`src/rtl/ict_pkg.sv`:
```
// Shared types, constants and request codes for the clock tracker.
`default_nettype none
package ict_pkg;

    localparam int unsigned CFG_IDX_W  = 2;
    localparam int unsigned CFG_DATA_W = 32;
    localparam int unsigned MUL_W      = 30;   // small operand of the shared unit

    localparam logic [2:0] REQ_START = 3'd0;
    localparam logic [2:0] REQ_STOP  = 3'd1;
    localparam logic [2:0] REQ_TS    = 3'd2;
    localparam logic [2:0] REQ_P2T   = 3'd3;
    localparam logic [2:0] REQ_T2P   = 3'd4;

    localparam logic [1:0] TRK_STOPPED  = 2'd0;
    localparam logic [1:0] TRK_STARTING = 2'd1;
    localparam logic [1:0] TRK_SYNCING  = 2'd2;
    localparam logic [1:0] TRK_RUNNING  = 2'd3;

    localparam logic [CFG_IDX_W-1:0] CFG_SAMPLE_RATE  = 2'd0;
    localparam logic [CFG_IDX_W-1:0] CFG_BURST_FRAMES = 2'd1;

    localparam logic [17:0]      RATE_RESET  = 18'd48000;
    localparam logic [12:0]      BURST_RESET = 13'd64;
    localparam logic [MUL_W-1:0] NS_PER_SEC  = 30'd1000000000;
    localparam logic [63:0]      MIN_GAP_NS  = 64'd1000;
    localparam logic [63:0]      MIN_LATE_NS = 64'd10000;

    typedef struct packed {
        logic [2:0]  req_type;
        logic [62:0] frame_position;
        logic [62:0] nano_time;
    } ict_in_t;

    typedef struct packed {
        logic signed [63:0] result_value;
        logic [1:0]         clock_state;
    } ict_out_t;

    // command to the shared multiply / divide unit
    typedef struct packed {
        logic             start;
        logic             is_mul;
        logic [63:0]      a;
        logic [MUL_W-1:0] m;
    } ict_alu_req_t;

    typedef struct packed {
        logic        done;
        logic [63:0] res;
    } ict_alu_rsp_t;

endpackage
`default_nettype wire

```
`src/rtl/ict_alu.sv`:
```
// Shared shift-add multiplier and restoring signed divider, one bit per cycle.
`default_nettype none
module ict_alu
    import ict_pkg::*;
(
    input  wire logic         aclk,
    input  wire logic         aresetn,
    input  wire ict_alu_req_t req,
    output ict_alu_rsp_t      rsp
);

    typedef enum logic [3:0] {
        U_IDLE = 4'b0001,
        U_MUL  = 4'b0010,
        U_DIV  = 4'b0100,
        U_FIX  = 4'b1000
    } ustate_t;

    ustate_t          state_reg, state_next;
    logic [63:0]      sh_reg, sh_next;
    logic [63:0]      work_reg, work_next;
    logic [MUL_W-1:0] m_reg, m_next;
    logic [MUL_W-1:0] rem_reg, rem_next;
    logic [5:0]       cnt_reg, cnt_next;
    logic             neg_reg, neg_next;
    logic             mul_reg, mul_next;
    logic [63:0]      res_reg, res_next;
    logic             done_reg, done_next;

    logic [MUL_W:0] trial;
    logic           ge;
    logic [63:0]    sel;

    always_comb begin
        trial = {rem_reg, sh_reg[63]};
        ge    = trial >= {1'b0, m_reg};
        sel   = mul_reg ? work_reg : sh_reg;

        state_next = state_reg;
        sh_next    = sh_reg;
        work_next  = work_reg;
        m_next     = m_reg;
        rem_next   = rem_reg;
        cnt_next   = cnt_reg;
        neg_next   = neg_reg;
        mul_next   = mul_reg;
        res_next   = res_reg;
        done_next  = 1'b0;

        case (state_reg)
            U_IDLE: begin
                if (req.start) begin
                    m_next   = req.m;
                    mul_next = req.is_mul;
                    rem_next = '0;
                    work_next = '0;
                    if (req.is_mul) begin
                        sh_next    = req.a;
                        neg_next   = 1'b0;
                        cnt_next   = 6'(MUL_W - 1);
                        state_next = U_MUL;
                    end else begin
                        neg_next   = req.a[63];
                        sh_next    = req.a[63] ? (64'd0 - req.a) : req.a;
                        cnt_next   = 6'd63;
                        state_next = U_DIV;
                    end
                end
            end
            U_MUL: begin
                if (m_reg[0]) begin
                    work_next = work_reg + sh_reg;
                end
                sh_next  = {sh_reg[62:0], 1'b0};
                m_next   = {1'b0, m_reg[MUL_W-1:1]};
                cnt_next = cnt_reg - 6'd1;
                if (cnt_reg == '0) begin
                    state_next = U_FIX;
                end
            end
            U_DIV: begin
                rem_next = ge ? MUL_W'(trial - {1'b0, m_reg}) : trial[MUL_W-1:0];
                sh_next  = {sh_reg[62:0], ge};
                cnt_next = cnt_reg - 6'd1;
                if (cnt_reg == '0) begin
                    state_next = U_FIX;
                end
            end
            U_FIX: begin
                res_next   = neg_reg ? (64'd0 - sel) : sel;
                done_next  = 1'b1;
                state_next = U_IDLE;
            end
            default: begin
                state_next = U_IDLE;
            end
        endcase
    end

    always_ff @(posedge aclk) begin
        if (!aresetn) begin
            state_reg <= U_IDLE;
            done_reg  <= 1'b0;
        end else begin
            state_reg <= state_next;
            done_reg  <= done_next;
        end
        sh_reg   <= sh_next;
        work_reg <= work_next;
        m_reg    <= m_next;
        rem_reg  <= rem_next;
        cnt_reg  <= cnt_next;
        neg_reg  <= neg_next;
        mul_reg  <= mul_next;
        res_reg  <= res_next;
    end

    assign rsp.done = done_reg;
    assign rsp.res  = res_reg;

endmodule
`default_nettype wire

```
`config.mk`:
```
export PLATFORM = sky130hd
export DESIGN_NAME = ict_alu
export DESIGN_NICKNAME = d
export VERILOG_FILES = /design/src/rtl/ict_pkg.sv /design/src/rtl/ict_alu.sv
export SDC_FILE = /design/constraint.sdc
export NUM_CORES = 1
export LEC_CHECK = 0
export ABC_AREA = 0
export BUFFER_PORTS_ARGS = -buffer_cell sky130_fd_sc_hd__buf_4
export CAP_MARGIN = 25
export CORE_MARGIN = 2
export CORE_UTILIZATION = 61
export DETAILED_ROUTE_END_ITERATION = 12
export PLACE_DENSITY = 0.81
export SYNTH_ARGS = -nofsm -noshare
export SYNTH_HDL_FRONTEND = slang
export SYNTH_SLANG_ARGS = --single-unit
```
`constraint.sdc`:
```
create_clock -name aclk -period 9.9 [get_ports aclk]
set_input_delay 0.495 -clock aclk [delete_from_list [all_inputs] [get_ports aclk]]
set_output_delay 0.495 -clock aclk [all_outputs]
set_load 0.01 [all_outputs]
```
==> results_dict.tcl, run 1 <==
set metrics [dict create \
    cp_data_required_time_ns 10.20 \
    finalSetupViolations 0 \
    worstPathMaxFanout 84 \
    mostFrequentLayoutCell "edfxtp_1" \
    grt_pass1_vias 15524 \
    period_minus_slack_ns 4.945 \
    leakage_nw 8.495 \
    ant_nets 0 \
    layout.nets 2405 \
    core-area_um2 30750 \
    cp-end-kind "flop" \
    whs_ns 0.1510 \
    cts_tree "built" \
    worst_slack_ns 4.955 \
    fin_util_pct 70.52 \
    routedWlPerCell_um 19.66 \
    worstMarginPinSlew_ns 1.045 \
    fin_crit_sh_pct 49.95 \
    fin_total_pwr_mw 5.656 \
    crit_path_max_incr_delay_ns 0.86 \
    synth_edf_count 260 \
    yosysWarnings 0 \
    max_cap_violations 0 \
    final_cell_mix "260 x edfxtp_1, 217 x nand2_1, 201 x nor2_1" \
    hold_violations 0 \
    postCtsSetupBuffers 0 \
    fin_worst_skew_ns 0.02374 \
    r2r_setup_slack_ns 4.96 \
    gp_congestion 0.9662 \
    yosys-top-cells-area "edfxtp_1 41%, ha_1 6.3%, o21ai_0 4.9%" \
    port_buffers 162 \
    htreeDepth 1 \
    fmax_mhz 202.2 \
    die-width_um 181.3 \
    track_usage_pct 30.80 \
    grt_pass1_wl_mm 81.49 \
    critical_path.slowest_cell "buf_4" \
    grt_remaining_overflow 0 \
    outcome "finished clean" \
    syn_area_um2 19180 \
    drt-total-wl_mm 51.66 \
    synth_top_area_share_pct 40.70 \
    antenna_found_initial 2 \
    peakVddDrop_mv 0.1532 \
    post_drt_via_cell_ratio 6.236 \
    path_clk_slew_ns 0.06 \
    clk_latency_ns 0.57 \
    dp_hpwl_mm 38.21 \
    critical_path.most_common_cell "buf_4" \
    path_cells "buf_4 > buf_4 > a21oi_1 > or4_1 > nor4b_4 > nand3_2 > or3_4 > or4_4 > o21ai_2 > xor2_1" \
    rsz0062_at_grt "false" \
    syn_nets 2282 \
    synthToLayoutAreaGrowth_pct 13.06 \
    arrival_ns 5.25 \
    cts.sinks 265 \
    hold_buffers 0 \
    cts_made_buffers 29 \
    first_pass_iters 8 \
    slew_headroom_pct 30.26 \
    grt_max_degree 137 \
    pin_count 163 \
    cts_resized 0 \
    clk_path_buf_depth 3 \
    synth_seq_cells 265 \
    pre_cts_ws_ns 4.946 \
    crit_start "mul_reg" \
    power.density_nw_per_um2 260.8 \
    hold_class "in2reg" \
    start_util_pct 62.38 \
    crit_path_end "res_reg[63]" \
    drc_errors 0 \
    die_h_um 181.3 \
    worst_r2r_path_depth 10 \
    avgSynthCellArea_um2 9.199 \
    r2r_end "res_reg[63]" \
    worst_r2r_startpoint "mul_reg" \
    vias 16381 \
    drv_slew 0 \
    synthArstFlopShare_pct 0 \
    row_count 64 \
    root_buffer "clkbuf_16" \
    drt_iter0_drc 1598 \
    start_kind "flop" \
    synth.distinct_cells 76 \
    ys.flop_type "edfxtp_1" \
    synth_area_leader_cell "edfxtp_1" \
    drive_above_1_share_pct 11.70 \
    dieArea_um2 32880 \
    tns_ns 0 \
    path_class "reg2reg" \
    synth_seq_area_share_pct 41.23 \
    netlist_instances 2085 \
]
## per-stage QoR
step | cell area, um2 | cells
floorplan | 19180 | 2085
global placement | 20700 | 2571
detailed placement | 20700 | 2571
CTS | 21640 | 2624
global route | 21680 | 2626
finish | 21690 | 2627
## report_power, final
part,internal [mW],switching (mW)
logic,1.05,1.64
registers,1.61,0.274
clock network,0.626,0.460
## Yosys cell counts, types with 6 or more instances
library cell / n
a21oi_1: 185
nor3b_1: 15
nand2_1: 219
nand4_1: 19
buf_2: 10
or4_1: 9
edfxtp_1: 260
o41ai_1: 8
o31ai_1: 19
a21boi_0: 7
a31oi_1: 13
xor2_1: 100
xnor2_1: 101
o211ai_1: 15
nor3_1: 72
inv_1: 76
clkbuf_1: 71
nand3_1: 30
o21a_1: 12
nand2b_1: 22
a21o_1: 46
or3_1: 20
and2_1: 10
nor2_1: 201
o21bai_1: 16
o21ai_0: 189
ha_1: 97
and3_1: 11
a211oi_1: 13
mux2i_1: 89
nor2b_1: 18
or2_2: 8
buf_1: 6
nor4_1: 12
## area by class of cell
type / count / area, um2
clock buffers: 39 / 813.3
fillers: 2382 / 9064
repair buffers: 183 / 1401
well taps: 396 / 495.5
inverters: 76 / 285.3
multi-input cells: 1653 / 10650
diodes: 1 / 2.502
flip-flops and latches: 265 / 7908
clock inverters: 14 / 127.6
## routing by layer
layer	GRT usage (%)	vias to the layer above	share of wire, %
met2	49.32	670	46
li1	-	7874	-
met3	4.132	91	7.2
met1	43.68	7744	44
met5	0	-	0.025
met4	9.463	2	3.0
## worst max-delay path: cells and delay by family (launching register included)
| family | cells | cell delay, ns |
|---|---|---|
| AOI/OAI and AO/OA | 2 | 0.37 |
| xor gates and xnor gates | 1 | 0.09 |
| DFF | 1 | 0.47 |
| and+or+nand+nor | 5 | 2.16 |
| buffers and inverters | 2 | 1.52 |
## worst min path at each step
stage                             from            to  slack [ns]  depth (start not counted)
final                          req[94]       mul_reg        0.15                          1
after floorplan           state_reg[1]  state_reg[1]        0.49                          2
after global placement    state_reg[1]  state_reg[1]        0.53                          2
after global routing           req[94]       mul_reg        0.15                          1
after detailed placement  state_reg[1]  state_reg[1]        0.56                          2
after CTS                      req[94]       mul_reg        0.13                          1
## kinds of logic after synthesis
| group | count (synthesis) | share of synthesized area, % |
|---|---|---|
| xor gates and xnor gates | 201 | 9.178 |
| DFF | 265 | 41.23 |
| buffers and inverters | 167 | 3.470 |
| muxes | 93 | 4.899 |
| and+or+nand+nor | 693 | 17.10 |
| AOI/OAI and AO/OA | 567 | 17.59 |
| adders and majority gates | 99 | 6.536 |
(Power assumes the default switching activity.)
==> run 2: changes to the inputs <==
--- a/config.mk
+++ b/config.mk
@@ -5,13 +5,13 @@
 export SDC_FILE = /design/constraint.sdc
 export NUM_CORES = 1
 export LEC_CHECK = 0
-export ABC_AREA = 0
+export ABC_AREA = 1
 export BUFFER_PORTS_ARGS = -buffer_cell sky130_fd_sc_hd__buf_4
 export CAP_MARGIN = 25
 export CORE_MARGIN = 2
-export CORE_UTILIZATION = 61
+export CORE_UTILIZATION = 57
 export DETAILED_ROUTE_END_ITERATION = 12
-export PLACE_DENSITY = 0.81
+export PLACE_DENSITY = 0.79
 export SYNTH_ARGS = -nofsm -noshare
 export SYNTH_HDL_FRONTEND = slang
 export SYNTH_SLANG_ARGS = --single-unit
==> constraint.sdc (replaced) <==
create_clock -name aclk -period 4.05 [get_ports aclk]
set_input_delay 0.2025 -clock aclk [delete_from_list [all_inputs] [get_ports aclk]]
set_output_delay 0.2025 -clock aclk [all_outputs]
set_load 0.01 [all_outputs]
==> results_dict.tcl, run 2 <==
set metrics [dict create \
    syn_nets 4058 \
    hold_class "in2reg" \
    synth_edf_count 260 \
    avgSynthCellArea_um2 6.174 \
    critical_path.slowest_cell "nand2_1" \
    max_cap_violations 0 \
    first_pass_iters 6 \
    hold_violations 0 \
    cp_data_required_time_ns 4.41 \
    synth_seq_cells 265 \
    cts_made_buffers 31 \
    yosys-top-cells-area "edfxtp_1 33%, nand2_1 23%, inv_1 10%" \
    cts.sinks 265 \
    grt_pass1_wl_mm 131.3 \
    r2r_end "rem_reg[25]" \
    holdPathEnd "sh_reg[21]" \
    synth_area_leader_cell "edfxtp_1" \
    worst_slack_ns 0.8196 \
    critical_path.most_common_cell "nand2_1" \
    path_class "reg2reg" \
    fillers 3911 \
    clk_path_buf_depth 3 \
    mostFrequentLayoutCell "nand2_1" \
    pin_count 163 \
    leakage_nw 13.85 \
    final_cell_mix "1467 x nand2_1, 650 x inv_1, 494 x nor2_1" \
    ant_nets 0 \
    start_util_pct 58.12 \
    grt_max_degree 87 \
    finalSetupViolations 0 \
    netlist_instances 3861 \
    postCtsSetupBuffers 0 \
    grt_pass1_vias 23401 \
    drt-total-wl_mm 86.24 \
    pre_cts_ws_ns 0.8874 \
    worst_r2r_startpoint "m_reg[2]" \
    grt_remaining_overflow 0 \
    cts_tree "built" \
    worstPathMaxFanout 35 \
    path_cells "inv_1 > ha_1 > nand2_1 > nand2_1 > inv_1 > o21ai_0 > nand2_1 > nand2_1 > nand2_1 > nand2_1 > nand2_1 > nand3_2 > nand2_1 > nand2_1 > nand2_1 > inv_1" \
    period_minus_slack_ns 3.230 \
    outcome "finished clean" \
    dieArea_um2 43470 \
    crit_path_max_incr_delay_ns 0.56 \
    yosysWarnings 0 \
    root_buffer "clkbuf_16" \
    antenna_found_initial 2 \
    drv_slew 0 \
    vias 25547 \
    synthArstFlopShare_pct 0 \
    htreeDepth 1 \
    core-area_um2 41020 \
    synthToLayoutAreaGrowth_pct 13.73 \
    tns_ns 0 \
    path_clk_slew_ns 0.06 \
    start_kind "flop" \
    drt_iter0_drc 2922 \
    synth_top_area_share_pct 32.75 \
    die-width_um 208.5 \
    post_drt_via_cell_ratio 5.543 \
    layout.nets 4253 \
    die_h_um 208.5 \
    min-delay-start "req[51]" \
    drc_errors 0 \
    rsz0062_at_grt "false" \
    fin_worst_skew_ns 0.02115 \
    syn_area_um2 23840 \
    fmax_mhz 309.6 \
    row_count 74 \
    arrival_ns 3.59 \
    routedWlPerCell_um 18.71 \
    r2r_setup_slack_ns 0.82 \
    fin_crit_sh_pct 79.76 \
    fin_util_pct 66.09 \
    ys.flop_type "edfxtp_1" \
    yosys-top-cells-count "1467 x nand2_1, 651 x inv_1, 496 x nor2_1, 260 x edfxtp_1, 229 x nand3_1" \
    worstMarginPinSlew_ns 1.013 \
    hold_path_depth 3 \
    slew_headroom_pct 31.74 \
    clk_latency_ns 0.62 \
    cp-end-kind "flop" \
    synth_seq_area_share_pct 33.17 \
    synth.distinct_cells 40 \
    port_buffers 162 \
    gp_congestion 1.120 \
    peakVddDrop_mv 0.4505 \
    track_usage_pct 39.04 \
    dp_hpwl_mm 68.33 \
    worst_r2r_path_depth 16 \
    synth_most_common_cell "nand2_1" \
    power.density_nw_per_um2 425.7 \
    drive_above_1_share_pct 6.403 \
]
[run 2: cell count changes after synthesis, moves of 84 or more]
cell / previous run / this run
inv_1: 76 / 651
mux2i_1: 89 / 0
xnor2_1: 101 / 17
nor2_1: 201 / 496
nand2_1: 219 / 1467
nand3_1: 30 / 229
[run 2: timing repair]
item	4_1_cts	5_1_grt
hold buffers	49	0
endpoints found under the hold margin	52	0
resized for setup	0	0
[run 2: worst max-delay path: cells and delay by family, from the launching register on]
family / cells / cell delay [ns]
compound gates: 1 / 0.20
flops: 1 / 0.37
fa+ha+maj: 1 / 0.28
simple gates: 11 / 1.94
buf+inv: 3 / 0.19
[run 2: kinds of logic (layout without fill, tap and decap cells)]
kind of cell	Yosys count	count (layout)	synth area share, %
AND/OR/NAND/NOR	2332	2332	39.30
other	0	1	0
flip-flops	265	265	33.17
AO/OA/AOI/OAI	383	383	8.330
adder cells (fa/ha/maj)	99	99	5.259
buffers and inverters	724	939	11.80
XOR/XNOR	58	58	2.131
[run 2: layout make-up]
type	count	area [um2]	area share (%)
Inverter	655	2461	9.078
Clock inverter	21	261.5	0.9646
Sequential cell	265	7908	29.17
Multi-Input combinational cell	2872	13150	48.51
Timing Repair Buffer	231	1882	6.941
Clock buffer	32	779.5	2.875
Antenna cell	1	2.502	0.009231
Tap cell	532	665.6	2.455
[run 2: worst max path at each step]
stage	from	endpoint	slack, ns	depth (start not counted)
floorplan	state_reg[2]	work_reg[0]	0.35	6
global placement	m_reg[2]	sh_reg[0]	0.91	14
detailed placement	m_reg[2]	rem_reg[25]	0.89	16
CTS	m_reg[2]	rem_reg[25]	0.85	16
global route	m_reg[2]	rem_reg[25]	0.49	16
finish	m_reg[2]	rem_reg[25]	0.82	16
[run 2: power breakdown]
part / internal [mW] / switching [mW]
clock network: 1.76 / 1.23
registers: 3.46 / 0.297
logic: 1.40 / 3.39
[run 2: metal layers]
layer / share of wire [%] / track usage, % / vias up
met3: 11 / 7.970 / 251
li1: - / - / 12514
met2: 43 / 61.76 / 1305
met5: 0 / 0 / -
met4: 5.7 / 18.01 / 0
met1: 40 / 51.52 / 11477
[run 2: metrics by stage]
| step | std cells | instance area (um2) | hold slack [ns] | total power, mW |
|---|---|---|---|---|
| 6_report | 4609 | 27110 | 0.008332 | 11.54 |
| 2_1_floorplan | 3861 | 23840 | 0.2725 | 6.846 |
| 4_1_cts | 4606 | 27090 | 0.0005009 | 11.36 |
| 5_1_grt | 4608 | 27110 | 0.02748 | 12.15 |
| 3_3_place_gp | 4504 | 25560 | 0.4199 | 8.312 |
| 3_5_place_dp | 4504 | 25560 | 0.4292 | 8.352 |
